`config.mk`:
```
export PLATFORM = sky130hd
export DESIGN_NAME = sfcb_ctrl
export DESIGN_NICKNAME = d
export VERILOG_FILES = /design/src/rtl/sfcb_pkg.sv /design/src/rtl/sfcb_ctrl.sv
export SDC_FILE = /design/constraint.sdc
export NUM_CORES = 1
export LEC_CHECK = 0
export BUFFER_PORTS_ARGS = -buffer_cell sky130_fd_sc_hd__buf_4
export CAP_MARGIN = 20
export CORE_ASPECT_RATIO = 0.75
export CORE_MARGIN = 2
export CORE_UTILIZATION = 48
export DETAILED_ROUTE_END_ITERATION = 8
export PLACE_DENSITY = 0.81
export SYNTH_ARGS = -nofsm -noshare
export SYNTH_HDL_FRONTEND = slang
export SYNTH_SLANG_ARGS = --single-unit
```
`constraint.sdc`:
```
create_clock -name clk -period 2.1 [get_ports clk]
set_input_delay 0.21 -clock clk [delete_from_list [all_inputs] [get_ports clk]]
set_output_delay 0.21 -clock clk [all_outputs]
set_load 0.02 [all_outputs]
```
`src/rtl/sfcb_pkg.sv`:
```
// ----------------------------------------------------------------------------
// sfcb_pkg
// Shared types and fixed constants of the stereo feedback comb bank.
// ----------------------------------------------------------------------------
package sfcb_pkg;

    localparam int SAMPLE_BITS = 16;
    localparam int COEF_BITS   = 12;
    localparam int DC_BITS     = 24;
    localparam int SUM_W       = 33;   // holds up to 16 combs of gain*sample
    localparam int LEN_BITS    = 14;

    // comb word layout
    localparam int LEN_L_LSB = 0;
    localparam int LEN_R_LSB = 14;
    localparam int FB_L_LSB  = 28;
    localparam int FB_R_LSB  = 40;
    localparam int GAIN_LSB  = 52;

    localparam logic signed [17:0] DC_POLE = 18'sd65208;

    // register indexes
    localparam int REG_MIX   = 0;
    localparam int REG_NORM  = 1;
    localparam int REG_COMB0 = 2;

    localparam logic [15:0] MIX_RESET  = 16'd32768;
    localparam logic [15:0] NORM_RESET = 16'd32768;
    localparam logic [15:0] NORM_MAX   = 16'd32768;

    typedef enum logic [2:0] {
        PO_NONE = 3'd0,
        PO_X    = 3'd1,
        PO_Y    = 3'd2,
        PO_W    = 3'd3,
        PO_M    = 3'd4,
        PO_O    = 3'd5
    } post_op_t;

    typedef struct packed {
        logic     load_in;
        logic     rd;
        logic     calc;
        logic     clear_we;
        logic     load_out;
        post_op_t post;
        logic     ch;
    } sfcb_cmd_t;

endpackage

```
`src/rtl/sfcb_ctrl.sv`:
```
// ----------------------------------------------------------------------------
// sfcb_ctrl
// Sequencer: clearing pass, comb visits, post chain and output handoff.
// ----------------------------------------------------------------------------
module sfcb_ctrl #(
    parameter int JW  = 3,
    parameter int AAW = 18,
    parameter int NUM_COMBS = 6,
    parameter int DEPTH = 196608
) (
    input  logic           clk,
    input  logic           rst_n,
    input  logic           in_valid,
    output logic           in_ready,
    output logic           out_valid,
    input  logic           out_ready,
    input  logic           gain_zero,
    output sfcb_pkg::sfcb_cmd_t cmd,
    output logic [JW-1:0]  comb_idx,
    output logic           chan,
    output logic [AAW-1:0] clr_addr
);
    import sfcb_pkg::*;

    typedef enum logic [5:0] {
        ST_CLEAR = 6'b000001,
        ST_IDLE  = 6'b000010,
        ST_READ  = 6'b000100,
        ST_CALC  = 6'b001000,
        ST_POST  = 6'b010000,
        ST_OUT   = 6'b100000
    } state_t;

    state_t         state_reg, state_next;
    logic [JW-1:0]  j_reg, j_next;
    logic           c_reg, c_next;
    logic [AAW-1:0] clr_reg, clr_next;
    post_op_t       op_reg, op_next;
    logic           ch_reg, ch_next;
    logic           ov_reg, ov_next;
    logic           last_comb;

    assign last_comb = (j_reg == JW'(NUM_COMBS - 1));

    always_comb
    begin
        state_next = state_reg;
        j_next     = j_reg;
        c_next     = c_reg;
        clr_next   = clr_reg;
        op_next    = op_reg;
        ch_next    = ch_reg;
        ov_next    = ov_reg;
        cmd        = '0;
        cmd.post   = PO_NONE;
        cmd.ch     = ch_reg;
        if (ov_reg && out_ready)
        begin
            ov_next = 1'b0;
        end
        unique case (state_reg)
            ST_CLEAR:
            begin
                cmd.clear_we = 1'b1;
                clr_next     = clr_reg + 1'b1;
                if (clr_reg == AAW'(DEPTH - 1))
                begin
                    state_next = ST_IDLE;
                end
            end
            ST_IDLE:
            begin
                if (in_valid)
                begin
                    cmd.load_in = 1'b1;
                    j_next      = '0;
                    c_next      = 1'b0;
                    state_next  = ST_READ;
                end
            end
            ST_READ:
            begin
                if (gain_zero)
                begin
                    c_next = 1'b0;
                    if (last_comb)
                    begin
                        op_next    = PO_X;
                        ch_next    = 1'b0;
                        state_next = ST_POST;
                    end
                    else
                    begin
                        j_next = j_reg + 1'b1;
                    end
                end
                else
                begin
                    cmd.rd     = 1'b1;
                    state_next = ST_CALC;
                end
            end
            ST_CALC:
            begin
                cmd.calc   = 1'b1;
                state_next = ST_READ;
                if (!c_reg)
                begin
                    c_next = 1'b1;
                end
                else
                begin
                    c_next = 1'b0;
                    if (last_comb)
                    begin
                        op_next    = PO_X;
                        ch_next    = 1'b0;
                        state_next = ST_POST;
                    end
                    else
                    begin
                        j_next = j_reg + 1'b1;
                    end
                end
            end
            ST_POST:
            begin
                cmd.post = op_reg;
                unique case (op_reg)
                    PO_X:    op_next = PO_Y;
                    PO_Y:    op_next = PO_W;
                    PO_W:    op_next = PO_M;
                    PO_M:    op_next = PO_O;
                    default:
                    begin
                        op_next = PO_X;
                        if (ch_reg)
                        begin
                            state_next = ST_OUT;
                        end
                        else
                        begin
                            ch_next = 1'b1;
                        end
                    end
                endcase
            end
            ST_OUT:
            begin
                if (!ov_reg || out_ready)
                begin
                    cmd.load_out = 1'b1;
                    ov_next      = 1'b1;
                    state_next   = ST_IDLE;
                end
            end
            default:
            begin
                state_next = ST_IDLE;
            end
        endcase
    end

    always_ff @(posedge clk or negedge rst_n)
    begin
        if (!rst_n)
        begin
            state_reg <= ST_CLEAR;
            j_reg     <= '0;
            c_reg     <= 1'b0;
            clr_reg   <= '0;
            op_reg    <= PO_X;
            ch_reg    <= 1'b0;
            ov_reg    <= 1'b0;
        end
        else
        begin
            state_reg <= state_next;
            j_reg     <= j_next;
            c_reg     <= c_next;
            clr_reg   <= clr_next;
            op_reg    <= op_next;
            ch_reg    <= ch_next;
            ov_reg    <= ov_next;
        end
    end

    assign in_ready  = (state_reg == ST_IDLE);
    assign out_valid = ov_reg;
    assign comb_idx  = j_reg;
    assign chan      = c_reg;
    assign clr_addr  = clr_reg;
endmodule

```
Word-level counts from Yosys, hierarchy flattened. Cells that the tools add are included.

Register bits: 33. Output and inout port bits: 33.

Add/subtract/negate cells: 2. Equal/unequal tests: 20. Mux-type cells: 41. Reductions and logical operators: 11.

Operator list (number): two-way mux 6 bit (7); one-hot mux 6 bit (6 select lines) (1); two-way mux 3 bit (8); adder 18 x 1 -> 18 bit, second input constant (1); == test 18 bit, second input constant (1); two-way mux 1 bit (18); one-hot mux 3 bit (3 select lines) (2); != test 2 bit, second input constant (7); one-hot mux 3 bit (4 select lines) (1); two-way mux 5 bit (2); AND reduction 4 bit (2); == test 3 x 2 -> 1 bit, second input constant (2); == test 3 bit, second input constant (2); == test 6 x 1 -> 1 bit, second input constant (1); == test 6 x 2 -> 1 bit, second input constant (1); == test 6 x 3 -> 1 bit, second input constant (1); == test 6 x 4 -> 1 bit, second input constant (1); == test 6 x 5 -> 1 bit, second input constant (1); == test 6 bit, second input constant (1); one-hot mux 1 bit (3 select lines) (2); AND reduction 3 bit (2); AND reduction 6 bit (1); nonzero test 3 bit (2); OR reduction 4 bit (1); 6 further kinds (6).

Depth between registers and ports, before layout. Gate-level depths: netlist of run 1.

Depth after elaboration: 4. Gate-level depth with buffers: 7. Mapped depth without buffers: 7.

Least setup slack after synthesis of run 1. No wires, ideal clock.

Path kind: reg2reg. Start: reg state_reg[4]. End: reg j_reg[2], in the netlist comb_idx[2]. Library setup time: 0.077 ns. Arrival time: 1.941 ns. Data required time: 2.023 ns. Slack: 0.081 ns. Cell stages (with the launch flop): 7. Path buffers: 1. Path through: dfrtp_1 or4_1 clkbuf_1 nor2_1 nand2_1 a41o_1 a21oi_1.

Word-level cells in the longest chain between the ends: 3. Elaborated cells between the ends (all ways): 9.

RTL lines: from (decl) (RTL line sfcb_ctrl.sv:34) `state_t state_reg, state_next;`; from (signal assigned) (RTL line sfcb_ctrl.sv:178) `state_reg <= state_next;`; == test 6 x 4 -> 1 bit (tied with other cells) (RTL line sfcb_ctrl.sv:61) `unique case (state_reg)`; != test 2 bit (no source line) / nonzero test 3 bit (equally long branches); AND reduction 4 bit (no source line); to (signal assigned) (RTL line sfcb_ctrl.sv:179) `j_reg <= j_next;`; to (decl) (RTL line sfcb_ctrl.sv:35) `logic [JW-1:0] j_reg, j_next;`.

Several ways; a longest one is shown, not always the timed one. A chain may end at the register's enable or synchronous reset.

==> flow_summary.ini, run 1 <==
[cts]
cts.sink_count = 33
cts_tree = done
cts.clk_slew.worst_paths_ns = 0.07
htree_num_levels = 2
clockBufferDepth = 2
ctsRootBufferMaster = clkbuf_8
numCtsBuffers = 5
clk_latency_ns = 0.28

[sta]
hold_viol = 0
holdWs_ns = 0.136
fmax_ghz = 0.486
slew_headroom_pct = 73.2
min_period_over_period_pct = 98.0
setup_viol = 0
drv_slew = 0
min_period_ns = 2.06
worst_pin_slew_ns = 0.402
worst_slack_ns = 0.0424
finalClockSkew_ns = 0.00423

[global_route]
antenna_found_initial = 0
grt_usage_pct = 20.2
grt_max_degree = 34
grt_pass1_wl_um = 6410
grt_pass1_vias = 1400
gr-total-overflow = 0

[worst_setup_path]
start_kind = flop
worst-endpoint-required_ns = 1.89
cp.arrival_ns = 1.85
crit_path_max_fanout = 8
criticalPathCategory = reg2out
rrSetupSlack_ns = 0.13
cp-end-kind = output pin

[floorplan]
core_mm2 = 0.00338
row_count = 18
ios = 38
floorplan.die_area_mm2 = 0.00412
die_y_um = 56.1
fp.dieW_um = 73.5
start_util_pct = 51.4

[route]
antenna_left = 0
vias = 1471
dr.pass1.iters = 4
drt-total-wl_um = 3860
route.detailed.drc = 0
via_per_inst = 5.55
routedWlPerCell_um = 14.6
dr.first_iter.drc_count = 110

[cells_and_area]
final-seq-area_um2 = 828
area_growth_pct = 30.1
layout_commonest_cell = buf_4
fin_nets = 232
fill_cells = 277
antenna_cells = 0
largest_reg_flops = 18
stdcell_count = 265
multiInputGateArea_um2 = 867
final_cell_mix = buf_4 (48), dfrtp_1 (31), nand2_1 (19), xnor2_1 (16), nand3_1 (10)
drive_gt1_share_pct = 30.7

[power]
p_leak_nw = 1.11
ir_worst_vdd_mv = 0.619
powerDensity_mw_per_mm2 = 991
power.total_mw = 2.24

[yosys]
yosys_warnings = 0
yosysUniqueCellTypes = 47
syn_area_per_cell_um2 = 10.1
ys_seq_elements = 33
synth_nets = 180
netlist_area_mm2 = 0.00174
postSynthCellCount = 172
seq_area_frac_synth_pct = 47.7

[place]
placed_cells = 254
dp.final_hpwl_um = 2830
pre_cts_ws_ns = 0.0720
portBuffers = 37
globalplace.congestion = 0.828

[min_path]
min_path_type = in2reg

[run_status]
status = finished clean

[run]
cap_violations = 0
==> logic make-up (layout without fill, tap and decap cells) <==
group | count (synthesis) | in the layout | synth area share [%]
adders and majority gates | 3 | 3 | 2.16
and+or+nand+nor | 73 | 73 | 24.3
xor gates and xnor gates | 19 | 19 | 9.58
buffers and inverters | 13 | 66 | 3.74
AOI/OAI and AO/OA | 29 | 29 | 11.4
muxes | 2 | 2 | 1.15
DFF | 33 | 33 | 47.7
==> synthesized netlist by cell type (all sizes together) <==
master / number / area share (%)
buf: 4 / 1.8
a41o: 1 / 0.58
and3: 2 / 0.72
o21a: 1 / 0.43
or2: 1 / 0.36
and4: 2 / 1.0
nor3b: 2 / 1.5
nand3b: 2 / 0.86
a32o: 1 / 0.58
a22oi: 2 / 1.2
nand2: 19 / 4.1
mux2i: 2 / 1.2
xor2: 3 / 1.5
nand2b: 3 / 1.1
clkbuf: 1 / 0.22
nor3: 3 / 1.5
or4: 3 / 1.3
inv: 8 / 1.7
nand3: 10 / 2.9
or2b: 1 / 0.43
nor2b: 2 / 0.72
o31ai: 1 / 0.43
dfrtp: 31 / 45
nor2: 7 / 1.5
nand4b: 1 / 0.50
nand4: 5 / 1.8
a31o: 1 / 0.50
a21oi: 7 / 2.0
ha: 3 / 2.2
o2bb2ai: 1 / 0.50
a211o: 1 / 0.50
xnor2: 16 / 8.1
dfstp: 2 / 3.0
and4bb: 1 / 0.72
a31oi: 3 / 1.4
and2b: 1 / 0.43
o21bai: 1 / 0.43
nor4: 4 / 1.4
o22ai: 3 / 1.1
and2: 4 / 1.4
o21ai: 6 / 1.7
==> layer usage <==
metal	share of wire, %	GRT usage, %
met5	0	0
met4	0.44	6.23
met3	7.3	5.07
met2	41	28.4
met1	51	30.1
==> where the power goes <==
| group | leakage [nW] | internal, mW | switching (mW) |
|---|---|---|---|
| combinational | 0.616 | 0.389 | 0.492 |
| clock | 0.0542 | 0.296 | 0.222 |
| sequential | 0.444 | 0.735 | 0.108 |
| total | 1.11 | 1.42 | 0.822 |
==> through the flow <==
stage | utilization, % | setup TNS, ns | area (um^2)
global placement | 62.3 | 0 | 2110
detailed placement | 62.3 | 0 | 2110
finish | 66.9 | 0 | 2260
floorplan | - | 0 | 1740
CTS | 65.9 | 0 | 2230
global route | 66.9 | -0.0173 | 2260
==> critical path, stage by stage, from the launching register on <==
cell,delay [ns]
dfrtp_1,0.37
buf_4,0.16
nor4_4,0.34
nand3b_1,0.24
buf_4,0.21
nor2_1,0.09
buf_4,0.15
==> path summary, 6_finish.rpt <==
| path | startpoint | cells past startpoint | to |
|---|---|---|---|
| max | state_reg[2] | 6 | cmd[2] |
| max reg2reg | state_reg[4] | 7 | state_reg[4] |
| min | gain_zero | 2 | state_reg[3] |
| max in group asynchronous | rst_n | 2 | op_reg[0] |
| min reg2reg | clr_addr[8] | 1 | clr_addr[8] |
| min in group asynchronous | rst_n | 2 | op_reg[1] |
==> area by class of cell <==
cell class              instances  area share (%)
clock inverters                 1           0.221
clock buffers                   7            4.26
multi-input cells             126            38.4
well taps                      40            2.21
inverters                       8            1.44
repair buffers                 50            16.9
flip-flops and latches         33            36.6
==> timing repair <==
item / 4_1_cts / 5_1_grt
gates resized for setup: 3 / 4
hold endpoints to repair: 31 / 0
endpoints found under the setup margin: 4 / 4
setup buffers: 0 / 2
pin swaps: 0 / 1
hold buffers: 1 / 0
Power figures use the tool's default switching activity.
==> inputs of run 2 (changes only) <==
--- a/config.mk
+++ b/config.mk
@@ -5,13 +5,14 @@
 export SDC_FILE = /design/constraint.sdc
 export NUM_CORES = 1
 export LEC_CHECK = 0
+export ABC_AREA = 1
 export BUFFER_PORTS_ARGS = -buffer_cell sky130_fd_sc_hd__buf_4
 export CAP_MARGIN = 20
 export CORE_ASPECT_RATIO = 0.75
 export CORE_MARGIN = 2
-export CORE_UTILIZATION = 48
+export CORE_UTILIZATION = 50
 export DETAILED_ROUTE_END_ITERATION = 8
-export PLACE_DENSITY = 0.81
+export PLACE_DENSITY = 0.82
 export SYNTH_ARGS = -nofsm -noshare
 export SYNTH_HDL_FRONTEND = slang
 export SYNTH_SLANG_ARGS = --single-unit
==> run 2 against run 1 <==
Effect of this change:
- non-clock buffer count is 12 lower
- combinational power rose by 3.3%
- flip-flop and latch count stayed put
- highest routed layer unchanged
- clock power shrank 12%
- via count rose by 23%
- critical path depth shrank 2
- register-to-register slack better by 0.35 ns
- synthesized cell count grew 57%
- die area is 12% higher
==> flow_summary.ini, run 2 <==
[sta]
drv_slew = 0
setup_viol = 0
tns_ns = 0
worst_pin_slew_ns = 0.424
hold_viol = 0
holdWs_ns = 0.138
min_period_over_period_pct = 84.4
min_period_ns = 1.77
worst_slack_ns = 0.327
grt_setup_unrepaired = false
finalClockSkew_ns = 0.00264
fmax_ghz = 0.564
slew_headroom_pct = 71.7

[cts]
clockBufferDepth = 2
numCtsBuffers = 5
cts.sink_count = 33
cts_resized = 0
ctsRootBufferMaster = clkbuf_8
clk_latency_ns = 0.28
cts_tree = done
cts.clk_slew.worst_paths_ns = 0.07
htree_num_levels = 2

[global_route]
gr-total-overflow = 0
grt_pass1_wl_um = 7090
grt_usage_pct = 19.6
grt_pass1_vias = 1636
grt_max_degree = 34
antenna_found_initial = 0

[cells_and_area]
largest_reg_flops = 18
final_cell_area_mm2 = 0.00246
antenna_cells = 0
multiInputGateArea_mm2 = 0.00106
fill_cells = 353
final_cell_mix = nand2_1 (78), buf_4 (37), inv_1 (33), nor2_1 (32), dfrtp_1 (31)
final-seq-area_um2 = 828
drive_gt1_share_pct = 22.4
fin_nets = 320
area_growth_pct = 20.5
layout_commonest_cell = nand2_1

[route]
drt-total-wl_um = 4290
vias = 1807
dr.first_iter.drc_count = 106
route.detailed.drc = 0
via_per_inst = 4.91
dr.pass1.iters = 4
antenna_left = 0
routedWlPerCell_um = 11.7

[yosys]
ys_async_sr_fraction_pct = 100
synth_edf_count = 0
yosys_warnings = 0
seq_area_frac_synth_pct = 40.5
syn_area_per_cell_um2 = 7.57
synth_top_area_share_pct = 38.0
netlist_area_mm2 = 0.00204
postSynthCellCount = 270
ys.flop_type = dfrtp_1
netlist.top_cell.by_area = dfrtp_1
synth_common_cells = nand2_1 (78), inv_1 (33), nor2_1 (32), dfrtp_1 (31), nand3_1 (27)
synth_most_common_cell = nand2_1
synth_nets = 278
ys_seq_elements = 33
yosysUniqueCellTypes = 28
synth.area.top_cells = dfrtp_1 (38%), nand2_1 (14%), nand3_1 (6.6%)

[min_path]
hold_depth = 2
min_path_type = in2reg
min_to = out_valid
min_from = out_ready

[worst_setup_path]
r2r_start = clr_addr[0]
start_kind = flop
cp-end-kind = output pin
startpoint = state_reg[2]
cp.arrival_ns = 1.56
worst-endpoint-required_ns = 1.89
rrSetupSlack_ns = 0.48
criticalPathCategory = reg2out
reg2reg_depth = 8
r2r-end = state_reg[4]
crit_path_max_fanout = 14

[power]
p_leak_nw = 1.32
ir_worst_vdd_mv = 0.698
powerDensity_mw_per_mm2 = 887

[run]
cap_violations = 0

[place]
globalplace.congestion = 0.841
pre_cts_ws_ns = 0.509
dp.final_hpwl_um = 3310
dpl_cell_area_mm2 = 0.00237
portBuffers = 37

[floorplan]
floorplan.die_area_mm2 = 0.00462
ios = 38
start_util_pct = 51.4
die_y_um = 59.4
row_count = 20
fp.dieW_um = 77.8
core_mm2 = 0.00398

[run_status]
status = finished clean
==> run 2: repair_timing <==
item | 4_1_cts | 5_1_grt
buffers inserted | 0 | 0
hold buffers | 1 | 0
hold endpoints to repair | 31 | 0
==> run 2: worst max-delay path, stage by stage, from the launching register on <==
cell and delay [ns]:
dfrtp_1 0.42, nor2_4 0.24, nand4_4 0.21, inv_2 0.23, buf_4 0.18
==> run 2: stage by stage <==
| step | instances | total power, mW | utilization (%) |
|---|---|---|---|
| floorplan | 270 | 1.50 | - |
| global placement | 359 | 1.71 | 59.6 |
| detailed placement | 359 | 1.74 | 59.6 |
| CTS | 368 | 2.19 | 61.9 |
| global route | 368 | 2.34 | 61.9 |
| finish | 368 | 2.19 | 61.9 |
==> run 2: report_power, final <==
group | internal, mW | total (mW) | switching (mW) | leakage (nW)
Combinational | 0.315 | 0.910 | 0.595 | 0.832
Sequential | 0.730 | 0.820 | 0.0904 | 0.444
Clock | 0.229 | 0.455 | 0.225 | 0.0450
Total | 1.27 | 2.19 | 0.911 | 1.32
==> run 2: layer usage <==
layer	vias up	wire [um]	track usage (%)
met5	-	0	0
met4	0	19	5.36
met3	2	240	4.42
met2	42	1840	29.7
met1	834	2190	28.5
li1	929	-	-
==> run 2: cells by family (layout without fill, tap and decap cells) <==
family | count (synthesis) | in the layout | share of synthesized area, %
fa+ha+maj | 3 | 3 | 1.84
simple gates | 167 | 167 | 39.0
buf+inv | 38 | 81 | 7.41
flops | 33 | 33 | 40.5
xor+xnor | 14 | 14 | 6.00
compound gates | 15 | 15 | 5.21
==> run 2: worst max path at each step <==
| stage | end | slack, ns |
|---|---|---|
| finish | cmd[5] | 0.33 |
| floorplan | state_reg[4] | 0.53 |
| global route | cmd[5] | 0.20 |
| global placement | state_reg[4] | 0.57 |
| CTS | cmd[5] | 0.32 |
| detailed placement | state_reg[4] | 0.51 |
==> run 2: cell type report <==
cell class                 instances  share of cell area (%)
clock inverter                     2                   0.407
sequential                        33                    33.6
clock buffer                       6                    2.95
timing repair buffer              38                    11.7
tap                               55                    2.79
inverter                          35                    5.34
multi-input combinational        199                    43.2
